File: src/design/grma_pkg.sv
// ----------------------------------------------------------------------------
// grma_pkg
// Shared constants and types of the gravity removed motion acceleration block.
// ----------------------------------------------------------------------------
package grma_pkg;

	localparam int QUAT_W = 32;
	localparam int DT_W   = 24;
	localparam int TAU_W  = 24;
	localparam int GRAV_W = 31;
	localparam int DEN_W  = 25;
	localparam int CFG_W  = 31;

	localparam logic [0:0] REG_TAU  = 1'b0;
	localparam logic [0:0] REG_GRAV = 1'b1;

	typedef struct packed {
		logic full;
		logic empty;
	} grma_qstat_t;

endpackage

File: src/design/grma_queue.sv
// ----------------------------------------------------------------------------
// grma_queue
// Short first-in first-out queue between the input stage and the datapath.
// ----------------------------------------------------------------------------
module grma_queue import grma_pkg::*; #(
	parameter int WIDTH = 274,
	parameter int DEPTH = 2
) (
	input  logic             clk,
	input  logic             arst_n,
	input  logic             push,
	input  logic [WIDTH-1:0] wdata,
	input  logic             pop,
	output logic [WIDTH-1:0] rdata,
	output grma_qstat_t      qstat
);

	localparam int PW = (DEPTH > 1) ? $clog2(DEPTH) : 1;
	localparam int CW = $clog2(DEPTH + 1);

	logic [WIDTH-1:0] mem_q [DEPTH];
	logic [PW-1:0]    wp_q;
	logic [PW-1:0]    rp_q;
	logic [CW-1:0]    cnt_q;

	assign rdata       = mem_q[rp_q];
	assign qstat.full  = (cnt_q == CW'(DEPTH));
	assign qstat.empty = (cnt_q == '0);

	always_ff @(posedge clk or negedge arst_n) begin
		if (!arst_n) begin
			wp_q  <= '0;
			rp_q  <= '0;
			cnt_q <= '0;
		end else begin
			if (push) begin
				wp_q <= (wp_q == PW'(DEPTH - 1)) ? '0 : wp_q + 1'b1;
			end
			if (pop) begin
				rp_q <= (rp_q == PW'(DEPTH - 1)) ? '0 : rp_q + 1'b1;
			end
			cnt_q <= cnt_q + CW'(push) - CW'(pop);
		end
	end

	always_ff @(posedge clk) begin
		if (push) begin
			mem_q[wp_q] <= wdata;
		end
	end

endmodule

File: config.mk
export PLATFORM = sky130hd
export DESIGN_NAME = grma_queue
export DESIGN_NICKNAME = d
export VERILOG_FILES = /design/src/design/grma_pkg.sv /design/src/design/grma_queue.sv
export SDC_FILE = /design/constraint.sdc
export NUM_CORES = 1
export LEC_CHECK = 0
export BUFFER_PORTS_ARGS = -buffer_cell sky130_fd_sc_hd__clkbuf_2
export CORE_AREA = 2 2 217 219
export DETAILED_ROUTE_END_ITERATION = 8
export DIE_AREA = 0 0 219 221
export PLACE_DENSITY = 0.66
export SLEW_MARGIN = 20
export SYNTH_ARGS = -nofsm -noshare
export SYNTH_HDL_FRONTEND = slang
export SYNTH_SLANG_ARGS = --single-unit
export TNS_END_PERCENT = 5
File: constraint.sdc
create_clock -name clk -period 22.5 [get_ports clk]
set_input_delay 1.125 -clock clk [delete_from_list [all_inputs] [get_ports clk]]
set_output_delay 1.125 -clock clk [all_outputs]
set_load 0.1 [all_outputs]
---- After elaboration in Yosys (flattened, before gate mapping) ----
Memory sizes are Yosys's and may differ from the RTL's.
Cells that the tools add are included.
operators by class
  $lt $le $gt $ge ......................... 0
  $add $sub $neg .......................... 4
  $mul .................................... 0
  divide/modulo/power cells ............... 0
  reduce and logical (&&, ||, !) cells .... 1
  mux-type cells .......................... 4
  bitwise logic cells ..................... 0
  shifts and indexed selects .............. 0
  eq/ne operators ......................... 1
operators with widths
  cell                                         count
  1-bit 2-to-1 mux                             4
  1-bit adder, second input constant           2
  2-bit by 1-bit adder with 2-bit output       1
  2-bit equality test, second input constant   1
  2-bit zero test                              1
  2-bit by 1-bit subtractor with 2-bit output  1
storage, ports and cells
  input bits .............................. 278
  latch bits .............................. 0
  bits in read-only memories .............. 0
  register bits after elaboration ......... 4
  logic and storage cells ................. 14
  bits in writable memories ............... 548
  memories kept ........................... 1
memory list
  name   words  bits a word  read ports  clocked after memory_dff  wr ports  RTL line          RTL
  mem_q  2      274          1           0                         1         grma_queue.sv:21  logic [WIDTH-1:0] mem_q [DEPTH];

---- Depth between registers and ports, before layout ----
  word-level depth ........................ 2
  depth in mapped cells ................... 5
  mapped depth without buffers ............ 5

---- Least setup slack after synthesis ----
Ideal clock, no wire load.
  kind .................................... input -> register
  from .................................... input push
  to ...................................... memory mem_q[0][0], enable pin
  required time ........................... 21.553 ns
  library setup time ...................... 0.947 ns
  setup slack ............................. 8.643 ns
  stages .................................. 1
  path buffers ............................ 0
  arrival time ............................ 12.909 ns
  cells stage by stage .................... nor2b_1
between the ends
  word-level cells in the longest chain between the ends .. 2
RTL lines
  item                                    RTL line          RTL
  from (decl)                             grma_queue.sv:11  input logic push,
  1-bit 2-to-1 mux                        grma_queue.sv:47  if (push) begin
  1-bit 2-to-1 mux (implied by the code)  grma_queue.sv:48  mem_q[wp_q] <= wdata;
  to (decl)                               grma_queue.sv:21
Every way passes these cells.

---- Final worst setup path ----
  from .................................... register rp_q
  to ...................................... output rdata[243]
between the ends
  word-level cells in the longest chain between the ends .. 1
RTL lines
  item                    RTL line          RTL
  from (decl)             grma_queue.sv:23  logic [PW-1:0] rp_q;
  from (signal assigned)  grma_queue.sv:40  rp_q <= (rp_q == PW'(DEPTH - 1)) ? '0 : rp_q + 1'b1;
  memory 2 x 274 bit      n/a
  to (decl)               grma_queue.sv:14  output logic [WIDTH-1:0] rdata,
Every way passes these cells.

==> impl_metrics.toml <==
[sta]
fin_tns_setup_ns = 0
drv_slew = 0
relSlewSlack_pct = 28.1
rsz0062_at_grt = "no"
tightest_slew_ns = 1.08
finalSetupViolCount = 0
clock.fmax_ghz = 0.186
fin_crit_sh_pct = 23.8
fin_crit_ns = 5.36
worst_slack_ns = 17.14
hold_viol = 0
finClkSkew_ns = 0.0109

[synth]
syn_area_um2 = 20100
syn_inst = 868
ys_seq_area_share_pct = 82.2
ys_warn_count = 0
ys_ff_latch = 552
synth_nets = 1148
ys_types = 14
avgSynthCellArea_um2 = 23.2

[final_layout]
area_growth_pct = 24.8
final_util_pct = 54.6
postLayoutCellArea_um2 = 25100
layout-drive-gt1-share_pct = 60.7
final_nets = 1738
regArea_um2 = 16600
nFillCells = 3680
multi_input_area_um2 = 3260

[setup_path]
r2r_slack_ns = 19.08
worstPathRequired_ns = 21.38
crit_path_max_fanout = 85
path_class = "flip-flop to output port"
worstSetupStartpointType = "flip-flop"
cp-end-kind = "output port"
arrival_ns = 4.24

[die]
num_rows = 79
ios = 554
die_y_um = 221
die_w_um = 219
start_util_pct = 43.7
die_area_um2 = 48400
core_um2 = 46100

[placement]
globalplace.congestion = 0.808
place_ws_ns = 17.74
post_dp_cell_area_um2 = 23400
dp_hpwl_mm = 31.0
io_buffer_count = 553

[clocking]
cts_buffers = 55
clkLatencyLatePin_ns = 0.58
post-cts-setup-buffers = 0
cts_tree = "yes"
postCtsHoldBufs = 0
clkSinkCount = 552
clk_pin_slew_ns = 0.06
cts_buffer_depth = 3
cts-root-buf = "clkbuf_16"
cts_resized = 0
cts_max_level = 2

[drt]
wl_per_cell_um = 21.1
drt-initial-drc-count = 556
vias = 10300
first_pass_iters = 4
viasPerCell = 4.87
ant_nets = 0
drc = 0
totalWireLength_mm = 44.6

[outcome]
status = "finished clean"

[global_routing]
grt_pass1_vias = 11000
grt_max_degree = 86
overflow = 0
antenna_found_initial = 10
grtUsageTotal_pct = 17.8
grt_first_pass_wirelength_mm = 64.0

[flow_run]
drv_cap = 0

[hold_path]
hp-class = "input pin to asynchronous set/reset pin"
final cells by class:
type,count,share of cell area (%)
flip-flops and latches,552,65.8
multi-input cells,283,13.0
repair buffers,564,11.4
clock buffers,71,5.71
well taps,607,3.02
clock inverters,28,0.940
diodes,8,0.0796
inverters,2,0.0299
cells in the mapped netlist:
cell type	count	area (µm²)
mux2_2	253	2850
nor2b_1	2	12.5
mux2_1	1	11.3
and2_1	1	6.26
buf_2	2	10.0
inv_1	2	7.51
dfrtp_1	4	100
mux2_4	20	300
xor3_1	1	23.8
buf_6	29	327
edfxtp_1	548	16500
nor2_1	1	3.75
ha_1	2	25.0
xor2_1	2	17.5
per-layer routing:
layer  wire, µm  track usage [%]  up-vias  share of wire, %
met4       1830             8.76        4               4.1
met5         20                0        -             0.045
met3       3600             6.10      107               8.1
met1      15500             18.4     5135                35
li1           -                -     4679                 -
met2      23600             31.9      370                53
sequential cells by signal, indices dropped and copies added (netlist names):
| register | flops |
|---|---|
| wp_q | 1 |
| mem_q | 548 |
| cnt_q | 2 |
| rp_q | 1 |
cell usage in the layout (no fill, tap or decap), drive strengths merged:
| cell | n |
|---|---|
| xor3 | 1 |
| ha | 2 |
| mux2 | 274 |
| nor2b | 2 |
| buf | 11 |
| edfxtp | 548 |
| xor2 | 2 |
| and2 | 1 |
| diode | 8 |
| clkbuf | 624 |
| inv | 4 |
| clkinv | 22 |
| nor2 | 1 |
| bufinv | 4 |
| dfrtp | 4 |
critical path: stages (launching register included):
cell and delay (ns):
dfrtp_4 0.96, buf_4 0.78, buf_4 0.92, mux2_2 0.43, clkbuf_2 0.37
stage by stage:
stage / hold WS (ns) / instances
after global placement: 0.528 / 2007
after floorplan: 0.453 / 868
final: 0.341 / 2115
after detailed placement: 0.536 / 2007
after CTS: 0.293 / 2106
after global routing: 0.312 / 2115
cell families (layout without fill, tap and decap cells):
family	count (synthesis)	count (layout)	synth area share, %
adder cells (fa/ha/maj)	2	2	0.124
flip-flops	552	552	82.2
other	0	8	0
AND/OR/NAND/NOR	4	4	0.112
XOR/XNOR	3	3	0.205
multiplexers	274	274	15.7
buffers and inverters	33	665	1.71
final timing paths:
kind                            startpoint       endpoint  cells after the start
min in group clk                      wp_q           wp_q                      1
worst max-delay path                  rp_q     rdata[243]                      4
max in group asynchronous           arst_n           rp_q                      1
worst min-delay path                arst_n           wp_q                      1
worst max register to register        wp_q  mem_q[1][203]                      3
worst min register to register        wp_q           wp_q                      1
Power is left out: the tool's default activity adds up to more than one toggle a clock period on the data nets, which glitch-free logic cannot reach.
