**config.mk**
```make
export PLATFORM = sky130hd
export DESIGN_NAME = grma_front
export DESIGN_NICKNAME = d
export VERILOG_FILES = /design/src/design/grma_pkg.sv /design/src/design/grma_front.sv
export SDC_FILE = /design/constraint.sdc
export NUM_CORES = 1
export LEC_CHECK = 0
export BUFFER_PORTS_ARGS = -buffer_cell sky130_fd_sc_hd__buf_2
export CAP_MARGIN = 20
export CELL_PAD_IN_SITES_DETAIL_PLACEMENT = 1
export CELL_PAD_IN_SITES_GLOBAL_PLACEMENT = 2
export CORE_AREA = 2 2 216 218
export CTS_CLUSTER_DIAMETER = 80
export DETAILED_ROUTE_END_ITERATION = 16
export DIE_AREA = 0 0 218 220
export PLACE_DENSITY_LB_ADDON = 0.08
export SKIP_CTS_REPAIR_TIMING = 1
export SYNTH_ARGS = -nofsm -noshare
export SYNTH_HDL_FRONTEND = slang
export SYNTH_SLANG_ARGS = --single-unit
```
**constraint.sdc**
```tcl
create_clock -name clk -period 15.2 [get_ports clk]
set_clock_uncertainty 0.05 [all_clocks]
set_input_delay 0.76 -clock clk [delete_from_list [all_inputs] [get_ports clk]]
set_output_delay 0.76 -clock clk [all_outputs]
set_load 0.005 [all_outputs]
```
**src/design/grma_pkg.sv**
```systemverilog
// ----------------------------------------------------------------------------
// grma_pkg
// Shared constants and types of the gravity removed motion acceleration block.
// ----------------------------------------------------------------------------
package grma_pkg;

	localparam int QUAT_W = 32;
	localparam int DT_W   = 24;
	localparam int TAU_W  = 24;
	localparam int GRAV_W = 31;
	localparam int DEN_W  = 25;
	localparam int CFG_W  = 31;

	localparam logic [0:0] REG_TAU  = 1'b0;
	localparam logic [0:0] REG_GRAV = 1'b1;

	typedef struct packed {
		logic full;
		logic empty;
	} grma_qstat_t;

endpackage

```
**src/design/grma_front.sv**
```systemverilog
// ----------------------------------------------------------------------------
// grma_front
// Input stage: takes one item, works out the filter divisor and marks items
// whose divisor is zero, then hands the item to the queue.
// ----------------------------------------------------------------------------
module grma_front import grma_pkg::*; #(
	parameter int IN_BITS = 248,
	parameter int WORD_W  = 274
) (
	input  logic                clk,
	input  logic                arst_n,
	input  logic                s_tvalid,
	output logic                s_tready,
	input  logic [IN_BITS-1:0]  in_bits,
	input  logic [TAU_W-1:0]    tau,
	input  grma_qstat_t         qstat,
	output logic                push,
	output logic [WORD_W-1:0]   word
);

	logic              vld_q;
	logic [WORD_W-1:0] word_q;
	logic [DT_W-1:0]   dt;
	logic [DEN_W-1:0]  den;
	logic              hold;
	logic              take;

	assign dt       = in_bits[IN_BITS-1 -: DT_W];
	assign den      = {1'b0, tau} + {1'b0, dt};
	assign hold     = (den == '0);
	assign push     = vld_q && !qstat.full;
	assign s_tready = !vld_q || !qstat.full;
	assign take     = s_tvalid && s_tready;
	assign word     = word_q;

	always_ff @(posedge clk or negedge arst_n) begin
		if (!arst_n) begin
			vld_q <= 1'b0;
		end else begin
			vld_q <= take || (vld_q && !push);
		end
	end

	always_ff @(posedge clk) begin
		if (take) begin
			word_q <= {hold, den, in_bits};
		end
	end

endmodule

```
* Word-level counts from Yosys, hierarchy flattened
Index checks and enable logic that the tools add are counted.
** Word-level totals
- Register bits :: 275
- Bits in latches :: 0
- RAM bits :: 0
- Bits in read-only memories :: 0
- Input port bits :: 277
- Output and inout bits :: 276
- Logic and storage cells :: 12
- Memories :: 0
** Operators by class
- Add/sub/neg operators :: 1
- Multipliers :: 0
- Divide/modulo/power cells :: 0
- Magnitude comparators :: 0
- Equality and inequality tests :: 0
- Shifts and indexed selects :: 0
- Muxes and demuxes :: 0
- Bitwise operators :: 0
- Reductions and logical operators :: 9
** Operators by type and width (number)
- 24-bit by 24-bit adder with 25-bit output :: 1
- 25-bit zero test :: 1
- 1-bit logical AND :: 3
- 1-bit zero test :: 3
- 1-bit logical OR :: 2

* Depth between registers and ports, before layout
- Depth in word-level cells :: 5
- Gate-level depth with buffers :: 11
- Depth with buffers taken out :: 11

* Worst setup path after synthesis
OpenSTA, ideal clock, no wires.
- Path kind :: input-to-reg
- From :: input qstat[1] in the netlist's numbering
- To :: register word_q[0], in the netlist word[0], enable pin
- Library setup time :: 0.670 ns
- Arrival :: 7.102 ns
- Required time :: 14.480 ns
- Slack :: 7.378 ns
- Stages :: 2
- Path buffers :: 0
- Path through :: nand2_1 > and2_1
** On the way
- Word-level cells in the longest chain between the ends :: 3
** Ends and longest elaborated chain
- start: declaration :: line grma_front.sv:16 : input grma_qstat_t qstat,
- 1-bit zero test :: line grma_front.sv:32 : assign s_tready = !vld_q || !qstat.full;
- 1-bit logical OR :: line grma_front.sv:32
- 1-bit logical AND :: line grma_front.sv:33 : assign take = s_tvalid && s_tready;
- via take :: line grma_front.sv:26 : logic take;
- end signal: assignment :: line grma_front.sv:46 : word_q <= {hold, den, in_bits};
- end: declaration :: line grma_front.sv:22 : logic [WORD_W-1:0] word_q;
The timed path passes the listed nets, and every way through them passes these cells.
A chain may end at the register's enable or synchronous reset.

* Worst setup path after layout
- From :: input in_bits[224]
- To :: register word_q[273], in the netlist word[273], data pin
** On the way
- Word-level cells in the longest chain between the ends :: 2
** Ends and longest elaborated chain
- start: declaration :: line grma_front.sv:14 : input logic [IN_BITS-1:0] in_bits,
- 24-bit by 24-bit adder with 25-bit output :: line grma_front.sv:29 : assign den = {1'b0, tau} + {1'b0, dt};
- via den[4] :: line grma_front.sv:24 : logic [DEN_W-1:0] den;
- 25-bit zero test :: line grma_front.sv:30 : assign hold = (den == '0);
- via hold :: line grma_front.sv:25 : logic hold;
The timed path passes the listed nets, and every way through them passes these cells.

==> flow_summary_export.csv <==
group,metric,value,unit
global_routing,grtUsageMet3,0.07343,
floorplan,dieArea,0.04796,mm^2
floorplan,initial_core_util,0.2068,
worst_setup_path,path_max_fanout,3,
floorplan,rows,79,
sta,rsz0062_at_grt,"no",
floorplan,io_pins,553,
power,irDropWorstVdd,0.06629,mV
clocking,path_clk_slew,0.06,ns
clocking,cts_buffer_depth,3,
synth,synth_edf_count,274,
worst_setup_path,crit_arrival,4.76,ns
sta,layout_setup_ws,10.72,ns
global_routing,use_met1,0.1427,
routing,route.vias.total,6491,
worst_setup_path,cp.depth,12,
worst_setup_path,crit_slowest_cell,"or4b_1",
global_routing,grt_use_met2,0.2679,
synth,postSynthCellCount,442,
synth,synth_area_leaders,"edfxtp_1 87%, ha_1 3.2%, xnor2_1 1.2%",
synth,yosys.area.top_type_share,0.8675,
finish,fin_nets,1335,
routing,firstDrtPassIters,6,
place,portBuffers,551,
global_routing,antenna_found_initial,16,
sta,max_freq,223.2,MHz
global_routing,grt_usage,0.1459,
floorplan,dieWidth,218,um
power,p_per_area,131.7,mW/mm^2
finish,final.fill_count,4973,
worst_setup_path,regToRegEndpoint,"word[269]",
routing,drc,0,
synth,synth.cell_area,0.009484,mm^2
power,p_leak,5.850,nW
worst_setup_path,r2r_cells,3,
finish,finalInstanceArea,0.01412,mm^2
routing,ant_nets,0,
finish,drive_gt1_frac,0.5756,
worst_setup_path,r2r_setup_slack,12.79,ns
sta,worst_pin_slew,1.140,ns
synth,synth-seq-cells,275,
sta,tns,0,ns
flow_run,cap_viol_max_count,0,
synth,seq_area_frac_synth,0.8702,
floorplan,die_h,220,um
global_routing,grt_max_degree,170,
sta,finalCritPeriodShare,0.2948,
worst_setup_path,cpMostUsedCell,"or4b_1",
outcome,status,"finished clean",
synth,synth_commonest_cells,"274 x edfxtp_1, 24 x ha_1, 18 x a21oi_1",
place,dp_hpwl,29320,um
clocking,clockRootBuffer,"clkbuf_16",
global_routing,grt_pass1_wl,48820,um
floorplan,core-area,0.04586,mm^2
synth,synth_area_per_cell,21.46,um^2
place,place_area,0.01303,mm^2
power,power,1.859,mW
synth,syn_nets,744,
place,pre_cts_slack,10.09,ns
synth,yosysTopAreaCell,"edfxtp_1",
worst_setup_path,path_buf_inv,1,
routing,avgRoutedWirePerCell,22.06,um
worst_setup_path,crit_family,"simple AND/OR/NAND/NOR gates",
finish,syn2layout_area_growth,48.87,%
routing,drt_wl_total,36850,um
synth,yosys_warnings,0,
place,routabilityCongestion,0.8003,
synth,yosysMostFrequentCell,"edfxtp_1",
sta,hold_viol,0,
worst_hold_path,whs_path_depth,1,
global_routing,busiest_layer,"met2",
worst_hold_path,hp-start,"in_bits[121]",
worst_setup_path,cpPeakStageDelay,0.50,ns
routing,first_iter_violations,299,
worst_setup_path,worst_setup_path_end_kind,"flip-flop",
global_routing,gr-total-overflow,0,
synth,synth_cell_type_count,46,
synth,yosys_most_used_dff,"edfxtp_1",
worst_hold_path,hp-class,"input port to flip-flop",
worst_setup_path,path_class,"input port to flip-flop",
sta,maxSlewHeadroom,0.2401,
clocking,cts_max_level,2,
worst_hold_path,min_to,"word[121]",
routing,viasPerCell,3.887,
worst_setup_path,timing.rr.start,"vld_q",
clocking,cts_tree,"yes",
sta,maxSlewViolCount,0,
worst_setup_path,path_cells,"buf_2, ha_1, fa_1, a21o_1, a21oi_1, xnor2_1, nor4_2, or4b_1, or4b_1, or4b_1, or4_1, a2111oi_2",
worst_setup_path,worstSetupStartpointType,"input port",
clocking,cts_sinks,275,
sta,setup_violations,0,
clocking,clk_latency,0.53,ns
synth,synthArstFlopShare,0.003636,
sta,fin_crit,4.481,ns
global_routing,first_global_vias,6397,
clocking,cts_buffers,35,
worst_setup_path,required,15.48,ns
[per-layer routing]
layer  vias to the layer above  routed length [um]
li1                       2975                   -
met1                      3148               12160
met2                       284               19960
met3                        66                3924
met4                        18                 690
met5                         -                 112
[flip-flops by register name (all words and copies together) (netlist names)]
signal and count:
word 274, vld_q 1
[worst max path at each step]
stage	end	startpoint	slack, ns
6_report	word[273]	in_bits[224]	10.72
4_1_cts	word[273]	in_bits[224]	10.64
2_1_floorplan	word[0]	qstat[1]	7.38
3_3_place_gp	word[273]	in_bits[224]	10.10
5_1_grt	word[273]	in_bits[224]	10.51
3_5_place_dp	word[273]	in_bits[224]	10.09
[logic make-up after synthesis]
kind of cell / after synthesis / share of synthesized area
compound gates: 58 / 0.04169
xor+xnor: 20 / 0.01847
fa+ha+maj: 25 / 0.03377
buf+inv: 8 / 0.003166
flops: 275 / 0.8702
simple gates: 56 / 0.03272
[cells in the final DEF (no fill, tap or decap), types with 3 or more instances in the layout]
cell type / instances
a31oi_1: 3
inv_1: 8
nor3_1: 3
o21a_1: 5
a21o_1: 5
or4b_1: 3
clkbuf_16: 36
nand3_1: 5
nand2_1: 12
o21ai_0: 7
a21oi_1: 18
clkinv_1: 10
or3_1: 4
clkinv_2: 4
xor2_1: 7
buf_2: 551
nor2_1: 10
clkbuf_1: 5
o211ai_1: 4
diode_2: 5
ha_1: 24
xnor2_1: 13
edfxtp_1: 274
[through the flow]
step	utilization	hold slack, ns	instances
after global placement	0.2841	0.4531	1602
after floorplan	-	0.4144	442
final	0.3078	0.3472	1670
after CTS	0.3073	-0.1111	1664
after detailed placement	0.2841	0.4520	1602
after global routing	0.3077	0.3078	1668
[final cells by class]
cell class                      instances  area (um^2)  share of cell area
Antenna cell                            5        12.51           0.0008862
Clock buffer                           41        919.6             0.06514
Sequential cell                       275         8253              0.5845
Clock inverter                         21        145.1             0.01028
Tap cell                              607        759.5             0.05379
Inverter                                8        30.03            0.002127
Multi-Input combinational cell        159         1204             0.08525
Timing Repair Buffer                  554         2795              0.1980
[where the power goes]
group | internal [mW] | leakage [nW] | total [mW] | switching (mW)
registers | 0.893 | 2.62 | 0.903 | 0.00952
logic | 0.0774 | 2.71 | 0.178 | 0.100
clock network | 0.451 | 0.515 | 0.779 | 0.328
Power figures use the tool's default switching activity.
